===== config.mk =====
export PLATFORM = sky130hd
export DESIGN_NAME = woa_front
export DESIGN_NICKNAME = d
export VERILOG_FILES = /design/src/sv/windowed_overlap_add_assert.svh /design/src/sv/woa_pkg.sv /design/src/sv/woa_front.sv
export SDC_FILE = /design/constraint.sdc
export NUM_CORES = 1
export LEC_CHECK = 0
export CAP_MARGIN = 20
export CORE_MARGIN = 1
export CORE_UTILIZATION = 44
export CTS_BUF_LIST = sky130_fd_sc_hd__clkbuf_2 sky130_fd_sc_hd__clkbuf_4 sky130_fd_sc_hd__clkbuf_8
export DETAILED_ROUTE_END_ITERATION = 12
export DONT_BUFFER_PORTS = 1
export GPL_TIMING_DRIVEN = 0
export PLACE_DENSITY = 0.63
export SETUP_SLACK_MARGIN = 0.15
export SYNTH_ARGS = -nofsm -noshare
export SYNTH_HDL_FRONTEND = slang
export SYNTH_SLANG_ARGS = --single-unit

===== constraint.sdc =====
create_clock -name clk -period 3.9 [get_ports clk]
set_clock_uncertainty 0.15 [all_clocks]
set_input_delay 0.975 -clock clk [delete_from_list [all_inputs] [get_ports clk]]
set_output_delay 0.975 -clock clk [all_outputs]
set_load 0.03 [all_outputs]

===== src/sv/windowed_overlap_add_assert.svh =====
// Assertion macros for the windowed overlap-add block.
// Each macro expects signals named clk and arst_n in the calling scope.
`ifndef WINDOWED_OVERLAP_ADD_ASSERT_SVH
`define WINDOWED_OVERLAP_ADD_ASSERT_SVH

`ifndef SYNTH

`define WOA_ASSERT_IMP(label, ante, cons) \
	label: assert property (@(posedge clk) disable iff (!arst_n) (ante) |-> (cons)) \
		else $error("windowed_overlap_add: same-cycle check failed");

`define WOA_ASSERT_NEXT(label, ante, cons) \
	label: assert property (@(posedge clk) disable iff (!arst_n) (ante) |=> (cons)) \
		else $error("windowed_overlap_add: next-cycle check failed");

`else

`define WOA_ASSERT_IMP(label, ante, cons)

`define WOA_ASSERT_NEXT(label, ante, cons)

`endif

`endif


===== src/sv/woa_pkg.sv =====
package woa_pkg;

	localparam int FRAME_LEN = 1024;
	localparam int IDX_W = $clog2(FRAME_LEN);
	localparam int DATA_W = 32;
	localparam int HOP_W = 11;
	localparam int CNT_W = 16;
	localparam int CFG_W = 16;
	localparam int WIN_W = 17;
	localparam int HOPX_W = (IDX_W + 1 > HOP_W) ? IDX_W + 1 : HOP_W;
	localparam int PROD_W = DATA_W + WIN_W + 1;
	localparam int RND_SH = 16;
	localparam int SUM_W = DATA_W + 4;

	localparam int MQ_DEPTH = 4;
	localparam int MQ_PTR_W = $clog2(MQ_DEPTH);
	localparam int OQ_DEPTH = 4;
	localparam int OQ_PTR_W = $clog2(OQ_DEPTH);

	localparam logic [HOP_W-1:0] HOP_RESET = HOP_W'(256);
	localparam logic [CNT_W-1:0] COUNT_RESET = CNT_W'(1);

	localparam longint Q30_ONE = 64'sd1073741824;
	localparam longint unsigned HALF_PI_Q30 = 64'd1686629713;
	localparam longint HAMM_A_Q30 = 64'sd579820585;
	localparam longint HAMM_B_Q30 = 64'sd493921239;

	typedef enum logic [1:0] {
		REG_HOP   = 2'd0,
		REG_COUNT = 2'd1,
		REG_WMODE = 2'd2
	} cfg_reg_t;

	typedef struct packed {
		logic [HOP_W-1:0] hop;
		logic [CNT_W-1:0] count;
		logic             wmode;
	} woa_cfg_t;

	typedef struct packed {
		logic signed [DATA_W-1:0] x;
		logic [IDX_W-1:0]         j;
		logic [IDX_W-1:0]         pos;
		logic                     emit;
		logic                     bend;
	} woa_item_t;

	typedef logic [WIN_W-1:0] win_tab_t [FRAME_LEN];

	function automatic longint taylor(input longint unsigned x2, input longint unsigned first,
			input logic odd);
		longint sum;
		longint unsigned mag;
		longint unsigned prod;
		sum = longint'(first);
		mag = first;
		for (int k = 1; k <= 6; k++) begin
			prod = (mag * x2) >> 30;
			case ({odd, 3'(k)})
				4'b0001: mag = prod / 2;
				4'b0010: mag = prod / 12;
				4'b0011: mag = prod / 30;
				4'b0100: mag = prod / 56;
				4'b0101: mag = prod / 90;
				4'b0110: mag = prod / 132;
				4'b1001: mag = prod / 6;
				4'b1010: mag = prod / 20;
				4'b1011: mag = prod / 42;
				4'b1100: mag = prod / 72;
				4'b1101: mag = prod / 110;
				4'b1110: mag = prod / 156;
				default: mag = prod;
			endcase
			if (k % 2 == 1) begin
				sum = sum - longint'(mag);
			end else begin
				sum = sum + longint'(mag);
			end
		end
		return sum;
	endfunction

	function automatic longint cos_turn(input logic [31:0] p);
		logic [1:0] quad;
		longint unsigned r;
		longint unsigned x;
		longint unsigned x2;
		longint c;
		quad = p[31:30];
		r = 64'(p[29:0]);
		x = (r * HALF_PI_Q30) >> 30;
		x2 = (x * x) >> 30;
		case (quad)
			2'd0: c = taylor(x2, longint'(Q30_ONE), 1'b0);
			2'd1: c = -taylor(x2, x, 1'b1);
			2'd2: c = -taylor(x2, longint'(Q30_ONE), 1'b0);
			default: c = taylor(x2, x, 1'b1);
		endcase
		if (c > Q30_ONE) begin
			c = Q30_ONE;
		end
		if (c < -Q30_ONE) begin
			c = -Q30_ONE;
		end
		return c;
	endfunction

	function automatic win_tab_t build_win(input logic hamming);
		win_tab_t tab;
		longint unsigned ph;
		longint c;
		longint v;
		for (int n = 0; n < FRAME_LEN; n++) begin
			ph = (longint'(n) << 32) / (FRAME_LEN - 1);
			c = cos_turn(ph[31:0]);
			if (hamming) begin
				v = HAMM_A_Q30 * Q30_ONE - HAMM_B_Q30 * c;
			end else begin
				v = (longint'(1) << 59) - (longint'(1) << 29) * c;
			end
			tab[n] = WIN_W'((longint'(v) + (longint'(1) << 43)) >> 44);
		end
		return tab;
	endfunction

	localparam win_tab_t WIN_HANN = build_win(1'b0);
	localparam win_tab_t WIN_HAMM = build_win(1'b1);

endpackage


===== src/sv/woa_front.sv =====
module woa_front (
	input  logic                       clk,
	input  logic                       arst_n,
	input  woa_pkg::woa_cfg_t          cfg,
	input  logic                       hold,
	input  logic                       push,
	input  logic signed [31:0]         in_sample,
	output logic                       full,
	output woa_pkg::woa_item_t         head,
	output logic                       head_valid,
	input  logic                       head_pop
);
	import woa_pkg::*;

	logic [IDX_W-1:0]    sample_q;
	logic [CNT_W-1:0]    frame_q;
	logic [IDX_W-1:0]    base_q;
	logic [HOPX_W-1:0]   hop_x;
	logic [CNT_W-1:0]    count_x;
	logic [IDX_W:0]      pos_sum;
	logic [HOPX_W:0]     base_sum;
	logic                last;
	logic                frame_done;
	logic                acc;
	woa_item_t           item;

	woa_item_t           mq_q [MQ_DEPTH];
	logic [MQ_PTR_W-1:0] wr_ptr_q;
	logic [MQ_PTR_W-1:0] rd_ptr_q;
	logic [MQ_PTR_W:0]   cnt_q;

	always_comb begin
		hop_x = HOPX_W'(cfg.hop);
		if (hop_x == '0) begin
			hop_x = HOPX_W'(1);
		end else if (hop_x > HOPX_W'(FRAME_LEN)) begin
			hop_x = HOPX_W'(FRAME_LEN);
		end
		count_x = (cfg.count == '0) ? CNT_W'(1) : cfg.count;

		pos_sum = (IDX_W+1)'(base_q) + (IDX_W+1)'(sample_q);
		if (pos_sum >= (IDX_W+1)'(FRAME_LEN)) begin
			pos_sum = pos_sum - (IDX_W+1)'(FRAME_LEN);
		end
		base_sum = (HOPX_W+1)'(base_q) + (HOPX_W+1)'(hop_x);
		if (base_sum >= (HOPX_W+1)'(FRAME_LEN)) begin
			base_sum = base_sum - (HOPX_W+1)'(FRAME_LEN);
		end

		last = ((CNT_W+1)'(frame_q) + (CNT_W+1)'(1)) >= (CNT_W+1)'(count_x);
		frame_done = (sample_q == IDX_W'(FRAME_LEN - 1));

		item.x = in_sample;
		item.j = sample_q;
		item.pos = pos_sum[IDX_W-1:0];
		item.emit = last || (HOPX_W'(sample_q) < hop_x);
		item.bend = last && frame_done;
	end

	assign full = hold || (cnt_q == (MQ_PTR_W+1)'(MQ_DEPTH));
	assign acc = push && !full;
	assign head = mq_q[rd_ptr_q];
	assign head_valid = (cnt_q != '0);

	always_ff @(posedge clk or negedge arst_n) begin
		if (!arst_n) begin
			sample_q <= '0;
			frame_q <= '0;
			base_q <= '0;
		end else if (acc) begin
			if (frame_done) begin
				sample_q <= '0;
				if (last) begin
					frame_q <= '0;
					base_q <= '0;
				end else begin
					frame_q <= frame_q + CNT_W'(1);
					base_q <= base_sum[IDX_W-1:0];
				end
			end else begin
				sample_q <= sample_q + IDX_W'(1);
			end
		end
	end

	always_ff @(posedge clk) begin
		if (acc) begin
			mq_q[wr_ptr_q] <= item;
		end
	end

	always_ff @(posedge clk or negedge arst_n) begin
		if (!arst_n) begin
			wr_ptr_q <= '0;
			rd_ptr_q <= '0;
			cnt_q <= '0;
		end else begin
			if (acc) begin
				wr_ptr_q <= wr_ptr_q + MQ_PTR_W'(1);
			end
			if (head_pop) begin
				rd_ptr_q <= rd_ptr_q + MQ_PTR_W'(1);
			end
			if (acc && !head_pop) begin
				cnt_q <= cnt_q + (MQ_PTR_W+1)'(1);
			end else if (!acc && head_pop) begin
				cnt_q <= cnt_q - (MQ_PTR_W+1)'(1);
			end
		end
	end

endmodule


# Yosys cells after proc, flatten, opt, wreduce, memory -nomap -nowiden
# Memories as Yosys holds them, arrays and structs flattened.
# Index checks and enable logic that the tools add are counted.
dict set report word_totals {
  inputBits 65
  ram_bits 216
  out_inout_bits 56
  memories 1
  elab_cells 51
  ff_bits 43
}
dict set report classes {
  n_lt_le_gt_ge 5
  n_eq_ne 2
  n_reduce_logical 14
  mux 12
  add_sub_neg 11
}
# name words word_bits read_ports rd_ports_with_merged_regs wr line_no
set memory_table {}
lappend memory_table {mq_q 4 54 1 0 1 woa_front.sv:27} ;# woa_item_t mq_q [MQ_DEPTH];
# cell count
set op_table {}
lappend op_table {{two-way mux 10 bit} 4}
lappend op_table {{two-way mux 16 bit} 2}
lappend op_table {{two-way mux 11 bit} 2}
lappend op_table {{subtractor 10 x 1 -> 10 bit (second input constant)} 2}
lappend op_table {{adder 16 x 1 -> 17 bit (second input constant)} 1}
lappend op_table {{>= comparator 17 x 16 -> 1 bit} 1}
lappend op_table {{adder 16 x 1 -> 16 bit (second input constant)} 1}
lappend op_table {{logical NOT 16 bit} 1}
lappend op_table {{adder 10 x 11 -> 12 bit} 1}
lappend op_table {{>= comparator 12 x 11 -> 1 bit (second input constant)} 1}
lappend op_table {{adder 10 x 10 -> 11 bit} 1}
lappend op_table {{>= comparator 11 bit (second input constant)} 1}
lappend op_table {{> comparator 11 bit (second input constant)} 1}
lappend op_table {{logical NOT 11 bit} 1}
lappend op_table {{less-than comparator 10 x 11 -> 1 bit} 1}
lappend op_table {{adder 10 x 1 -> 10 bit (second input constant)} 1}
lappend op_table {{equality test 10 bit (second input constant)} 1}
lappend op_table {{two-way mux 3 bit} 2}
lappend op_table {{adder 2 x 1 -> 2 bit (second input constant)} 2}
lappend op_table {{logical AND 1 bit} 4}
lappend op_table {{adder 3 x 1 -> 3 bit (second input constant)} 1}
lappend op_table {{equality test 3 bit (second input constant)} 1}
lappend op_table {{logical NOT 1 bit} 3}
lappend op_table {{nonzero test 3 bit} 1}
lappend op_table {{other kinds (5)} 7}

# Longest topological paths before layout
# Gate-level depths: netlist (run 1).
dict set report logic_depth {
  word_depth 8
  depth_mapped 13
  mapped_depth_nobuf 12
}

# Worst setup path after synthesis (run 1)
# No wires, ideal clock.
dict set report synth_timing {
  path_kind {input -> register}
  startpoint {in hold}
  endpoint {mem mq_q[0][0] in the netlist's numbering (enable)}
  t_arrival_ns 3.188
  path_buffers 1
  setup_slack_ns 0.145
  setup_ns 0.417
  path_stages 5
  path_cell_list {a21o_1 -> or2_1 -> inv_2 -> clkbuf_1 -> and2_1}
}
dict set report synth_via {
  elab_chain_len 5
}
# element line_no
set synth_rtl {}
lappend synth_rtl {{start, declared} woa_front.sv:5} ;# input logic hold,
lappend synth_rtl {{logical OR 1 bit} woa_front.sv:60} ;# assign full = hold || (cnt_q == (MQ_PTR_W+1)'(MQ_DEPTH));
lappend synth_rtl {{logical NOT 1 bit} woa_front.sv:61} ;# assign acc = push && !full;
lappend synth_rtl {{logical AND 1 bit} woa_front.sv:61}
lappend synth_rtl {{named net acc} woa_front.sv:24} ;# logic acc;
lappend synth_rtl {{two-way mux 1 bit} woa_front.sv:87} ;# if (acc) begin
lappend synth_rtl {{two-way mux 1 bit (not written as such)} woa_front.sv:88} ;# mq_q[wr_ptr_q] <= item;
lappend synth_rtl {{end, declared} woa_front.sv:27}
# The timed path passes the listed nets, and every way through them passes these cells.

==> reports/metrics.cfg, run 1 <==
[global_routing]
track_usage_pct=17.2
grt_pass1_wl_um=35500
antenna_found_initial=0
grt_pass1_vias=6748
overflow=0
grt_max_degree=55

[timing]
finalCriticalPeriod_ps=3600
slew_violations=0
tightest_slew_ps=868
fin_ws_ps=297
final-hold-violation-count=0
max_slew_margin_pct=42.2
holdWs_ps=105
finalSetupViolCount=0
fmax_mhz=278
min_period_over_period_pct=92.4
rsz0062_at_grt=no

[critical_path]
cp_data_required_time_ps=2770
r2r-start=frame_q[1]$_DFFE_PN0P_
endpoint_kind=output pin
critPathLaunch=rd_ptr_q[1]$_DFFE_PN0P_
ff2ff_path_depth=13
path_max_fanout=10
critPathLaunchType=flop
cp-endpoint=head[15]
crit_type=reg -> out
reg2reg_slack_ps=340
cp.arrival_ps=2480
timing.rr.end=mq_q[3][1]$_DFFE_PP_

[layout]
final_nets=893
num_antenna_cells=0
drive_gt1_share_pct=20.5
fillerInstances=2050
multiInputGateArea_um2=3830
synthToLayoutAreaGrowth_pct=12.4
seq_area_um2=7570

[power]
p_sw_mw=2.74
p_per_area_nw_per_um2=634
power.leakage_nw=4.84
internal_power_mw=5.49
vdd.ir_drop.worst_mv=0.355
clkPwrFrac_pct=29.1
p_total_mw=8.24
combPwrFrac_pct=27.9
pwr-share-seq_pct=43.0
switching_share_pct=33.3

[clock_tree]
cts_root_buf=clkbuf_8
clock_path_buffers=3
clk_latency_ps=540
cts_buffers=41
path_clk_slew_ps=70
cts.sinks=259
h-tree-depth=2
cts_tree=built

[route]
first_pass_iters=4
via_per_inst=5.55
wl_um=23000
wl_per_cell_um=20.2
ant_nets=0
drtIter0Drc=463
vias=6320
drc=0

[placement]
dpl.hpwl_um=15000
io_buffers=0
dpl_worst_slack_ps=-373
gp_congestion=0.846

[synthesis]
yosys_warnings=0
synth_compound_area_share_pct=5.79
yosys_register_bits=259
synth_top_area_share_pct=56.0
synth_top_family_by_area=multiplexers
synth-seq-area-share_pct=65.3
synthAdderAreaFrac_pct=5.92
synth-main-ff-cell=edfxtp_1
synth_fp_nets=845
synth.area.mux_share_pct=10.8
synth_area_leaders=edfxtp_1 (56%), mux4_2 (11%), dfrtp_1 (9.3%), ha_1 (5.4%), xnor2_1 (1.7%)
synth_edf_count=216
yosysTopAreaCell=edfxtp_1
avgSynthCellArea_um2=15.9
synthCells=727
synth_cell_types=58
synth.most_common_cell=edfxtp_1
synth_common_cells=edfxtp_1 (216), mux4_2 (54), ha_1 (50)
synth.cell_area_um2=11600
yosys.area_share.simple_pct=7.09
synthXorXnorAreaFrac_pct=2.80
synthArstFlopShare_pct=16.6

[floorplan]
placementRows=58
die_height_um=164
dieWidth_um=164
fp.dieArea_um2=27000
start_util_pct=45.4
coreArea_um2=25500
ios=121

[run]
max_cap_viol_count=0

[outcome]
status=completed

[worst_hold_path]
hold_class=in -> async

## what timing repair did
item / in CTS / in global routing
buffers inserted: 0 / 4
hold buffers: 1 / 0
endpoints found under the setup margin: 68 / 24
hold endpoints to repair: 43 / 0
pin swaps: 0 / 2
gates resized for setup: 7 / 12
## placed cells by master, fill, tap and decap left out, drive strengths merged, types with 4 or more instances in the layout
| cell type | synthesis | routed |
|---|---|---|
| and3 | 9 | 9 |
| xor2 | 14 | 14 |
| nand4 | 10 | 10 |
| o2bb2ai | 4 | 4 |
| nor2 | 24 | 24 |
| nand2 | 44 | 44 |
| clkinv | 0 | 14 |
| xnor2 | 23 | 23 |
| buf | 8 | 13 |
| nand3 | 15 | 15 |
| inv | 48 | 50 |
| or3 | 4 | 4 |
| o31ai | 7 | 7 |
| a211oi | 4 | 4 |
| nand2b | 6 | 6 |
| and2 | 10 | 10 |
| mux4 | 54 | 54 |
| clkbuf | 12 | 68 |
| a21oi | 19 | 19 |
| a22o | 5 | 5 |
| nor2b | 7 | 7 |
| nor3 | 13 | 13 |
| edfxtp | 216 | 216 |
| ha | 50 | 50 |
| nor4 | 5 | 5 |
| dfrtp | 43 | 43 |
| a21o | 10 | 10 |
| o21ai | 28 | 28 |
## worst min-delay path by stage
stage	to
6_report	base_q[7]$_DFFE_PN0P_
5_1_grt	base_q[7]$_DFFE_PN0P_
4_1_cts	base_q[7]$_DFFE_PN0P_
3_5_place_dp	cnt_q[2]$_DFFE_PN0P_
3_3_place_gp	cnt_q[2]$_DFFE_PN0P_
2_1_floorplan	cnt_q[2]$_DFFE_PN0P_
## critical path, stage by stage, from the launching register on
cell and delay, ps:
dfrtp_1 320, clkbuf_1 430, clkbuf_1 640, mux4_2 550
## logic make-up after synthesis
logic type	count (synthesis)
AOI/OAI and AO/OA	99
xor gates and xnor gates	37
adders and majority gates	53
buffers and inverters	68
DFF	259
muxes	57
and+or+nand+nor	154
## area by class of cell
cell class                      count  area share (%)
Multi-Input combinational cell    400            29.5
Sequential cell                   259            58.2
Inverter                           48            1.39
Tap cell                          330            3.17
Clock buffer                       56            5.30
Clock inverter                     20            1.37
Timing Repair Buffer                5           0.443
Buffer                             20           0.673
## sequential cells by signal, summed over array words and instances, names as in the netlist
| register | flops |
|---|---|
| rd_ptr_q | 2 |
| wr_ptr_q | 2 |
| frame_q | 16 |
| cnt_q | 3 |
| mq_q | 216 |
| base_q | 10 |
| sample_q | 10 |
## power by group through the flow
stage                     clock network (mW)  logic [mW]  registers, mW
after global placement                     0        2.31           3.58
after global routing                    2.58        2.47           3.57
after floorplan                            0        1.94           3.54
final                                   2.40        2.30           3.54
after detailed placement                   0        2.34           3.60
after CTS                               2.46        2.36           3.54
## stage by stage
step / utilization (%) / cells / area (µm²) / setup TNS [ps]
final: 51.1 / 1138 / 13000 / 0
after global routing: 51.1 / 1138 / 13000 / 0
after CTS: 50.7 / 1134 / 12900 / 0
after detailed placement: 47.1 / 1057 / 12000 / -2700
after global placement: 47.1 / 1057 / 12000 / -3380
after floorplan: - / 727 / 11600 / 0
## routing by layer
metal	global-route usage [%]	vias to the layer above	part of all wire [%]
li1	-	2920	-
met1	19.9	3192	40
met3	4.62	31	7.0
met4	5.18	0	1.6
met2	31.1	177	51
met5	0	-	0
Note: power is estimated with default switching activity, not from simulation.
==> run 2: changes to the inputs <==
CORE_UTILIZATION = 45   (was 44)
PLACE_DENSITY = 0.64   (was 0.63)
==> reports/metrics.cfg, run 2 (synthesis results as in run 1) <==
[outcome]
status=completed

[placement]
gp_congestion=0.855
dpl_worst_slack_ps=-337
dpl.hpwl_um=15100
dp.cells=1057
io_buffers=0

[critical_path]
cp_data_required_time_ps=3970
critPathLaunchType=flop
path_max_fanout=10
cp.arrival_ps=3660
crit_type=reg -> reg
endpoint_kind=flop
reg2reg_slack_ps=310

[layout]
final_nets=893
largest_reg_flops=216
synthToLayoutAreaGrowth_pct=12.6
drive_gt1_share_pct=20.6
num_antenna_cells=0
utilization_pct=51.8
layout_common_cells=edfxtp_1 (216), mux4_2 (54), ha_1 (49), inv_1 (47), clkbuf_8 (46)
largest_registers=mq_q x216, frame_q x16
layout_commonest_cell=edfxtp_1
largest_register=mq_q
final_cells=1140

[floorplan]
die_height_um=162
ios=121
dieWidth_um=162
placementRows=58
start_util_pct=46.0
coreArea_um2=25200
fp.dieArea_um2=26400

[clock_tree]
h-tree-depth=2
path_clk_slew_ps=60
clock_path_buffers=3
clk_latency_ps=520
cts_root_buf=clkbuf_8
cts_tree=built
cts.sinks=259
cts_buffers=43

[global_routing]
grt_max_degree=55
antenna_found_initial=0
track_usage_pct=17.5
grt_pass1_vias=6650
grt_pass1_wl_um=35200
overflow=0

[route]
wl_um=22700
wl_per_cell_um=19.9
drc=0
vias=6284
first_pass_iters=5
via_per_inst=5.51
drtIter0Drc=302
ant_nets=0

[timing]
tightest_slew_ps=850
slew_violations=0
fin_ws_ps=314
max_slew_margin_pct=43.4
finalCriticalPeriod_ps=3590
fmax_mhz=279
min_period_over_period_pct=92.0
finalSetupViolCount=0
final-hold-violation-count=0
holdWs_ps=147
rsz0062_at_grt=yes

[power]
vdd.ir_drop.worst_mv=0.256
power.leakage_nw=4.88
p_per_area_nw_per_um2=644
p_total_mw=8.39

[worst_hold_path]
hold_class=in -> async

[run]
max_cap_viol_count=0

-- run 2: changes by cell type in the layout (fill, tap and decap cells not counted), sizes merged --
cell      previous run  this run
buf                 13        10
bufinv               3         4
clkbuf              68        73
clkinv              14        13
clkinvlp             1         2
inv                 50        49
-- run 2: metrics by stage --
stage | setup TNS [ps] | cell area [µm²]
floorplan | 0 | 11600
global placement | -1920 | 12000
detailed placement | -2820 | 12000
CTS | 0 | 13000
global route | 0 | 13000
finish | 0 | 13000
-- run 2: layout make-up --
class,instances,area [µm²]
Multi-Input combinational cell,400,3800
Tap cell,330,413
Clock buffer,60,738
Sequential cell,259,7560
Fill cell,2010,12100
Buffer,20,90.1
Timing Repair Buffer,3,42.5
Inverter,48,180
Clock inverter,20,203
-- run 2: worst paths after layout --
kind,cells after the start,start,to
setup / recovery,13,frame_q[0]$_DFFE_PN0P_,mq_q[1][1]$_DFFE_PP_
max in group asynchronous,1,arst_n,frame_q[2]$_DFFE_PN0P_
hold reg to reg,1,cnt_q[2]$_DFFE_PN0P_,cnt_q[2]$_DFFE_PN0P_
setup reg to reg,13,frame_q[0]$_DFFE_PN0P_,mq_q[1][1]$_DFFE_PP_
hold / removal,1,arst_n,rd_ptr_q[1]$_DFFE_PN0P_
min in group clk,1,cnt_q[2]$_DFFE_PN0P_,cnt_q[2]$_DFFE_PN0P_
-- run 2: metal layers --
metal | wire length (µm) | up-vias | GRT usage, %
li1 | - | 2932 | -
met1 | 9080 | 3150 | 20.7
met2 | 11600 | 176 | 30.7
met3 | 1680 | 26 | 5.25
met4 | 322 | 0 | 4.80
met5 | 0 | - | 0
-- run 2: power breakdown --
part	switching, mW	internal, mW	total [mW]
clock	1.03	1.50	2.53
combinational	1.56	0.756	2.32
sequential	0.156	3.38	3.54
-- run 2: critical path, cell delays in order (launching register included) --
cell,delay (ps)
dfrtp_1,430
ha_2,250
nand3_2,150
nor4_4,210
and3_1,230
xor2_2,210
ha_1,290
a21o_1,180
a21oi_1,140
a31oi_1,150
or3_4,430
clkbuf_4,220
nor2_1,100
o21ai_1,140
-- run 2: timing repair --
action,CTS,global route
setup buffers,0,2
endpoints found under the hold margin,43,0
pin swaps,0,1
hold buffers,1,0
gates resized for setup,7,8
endpoints found under the setup margin,70,69
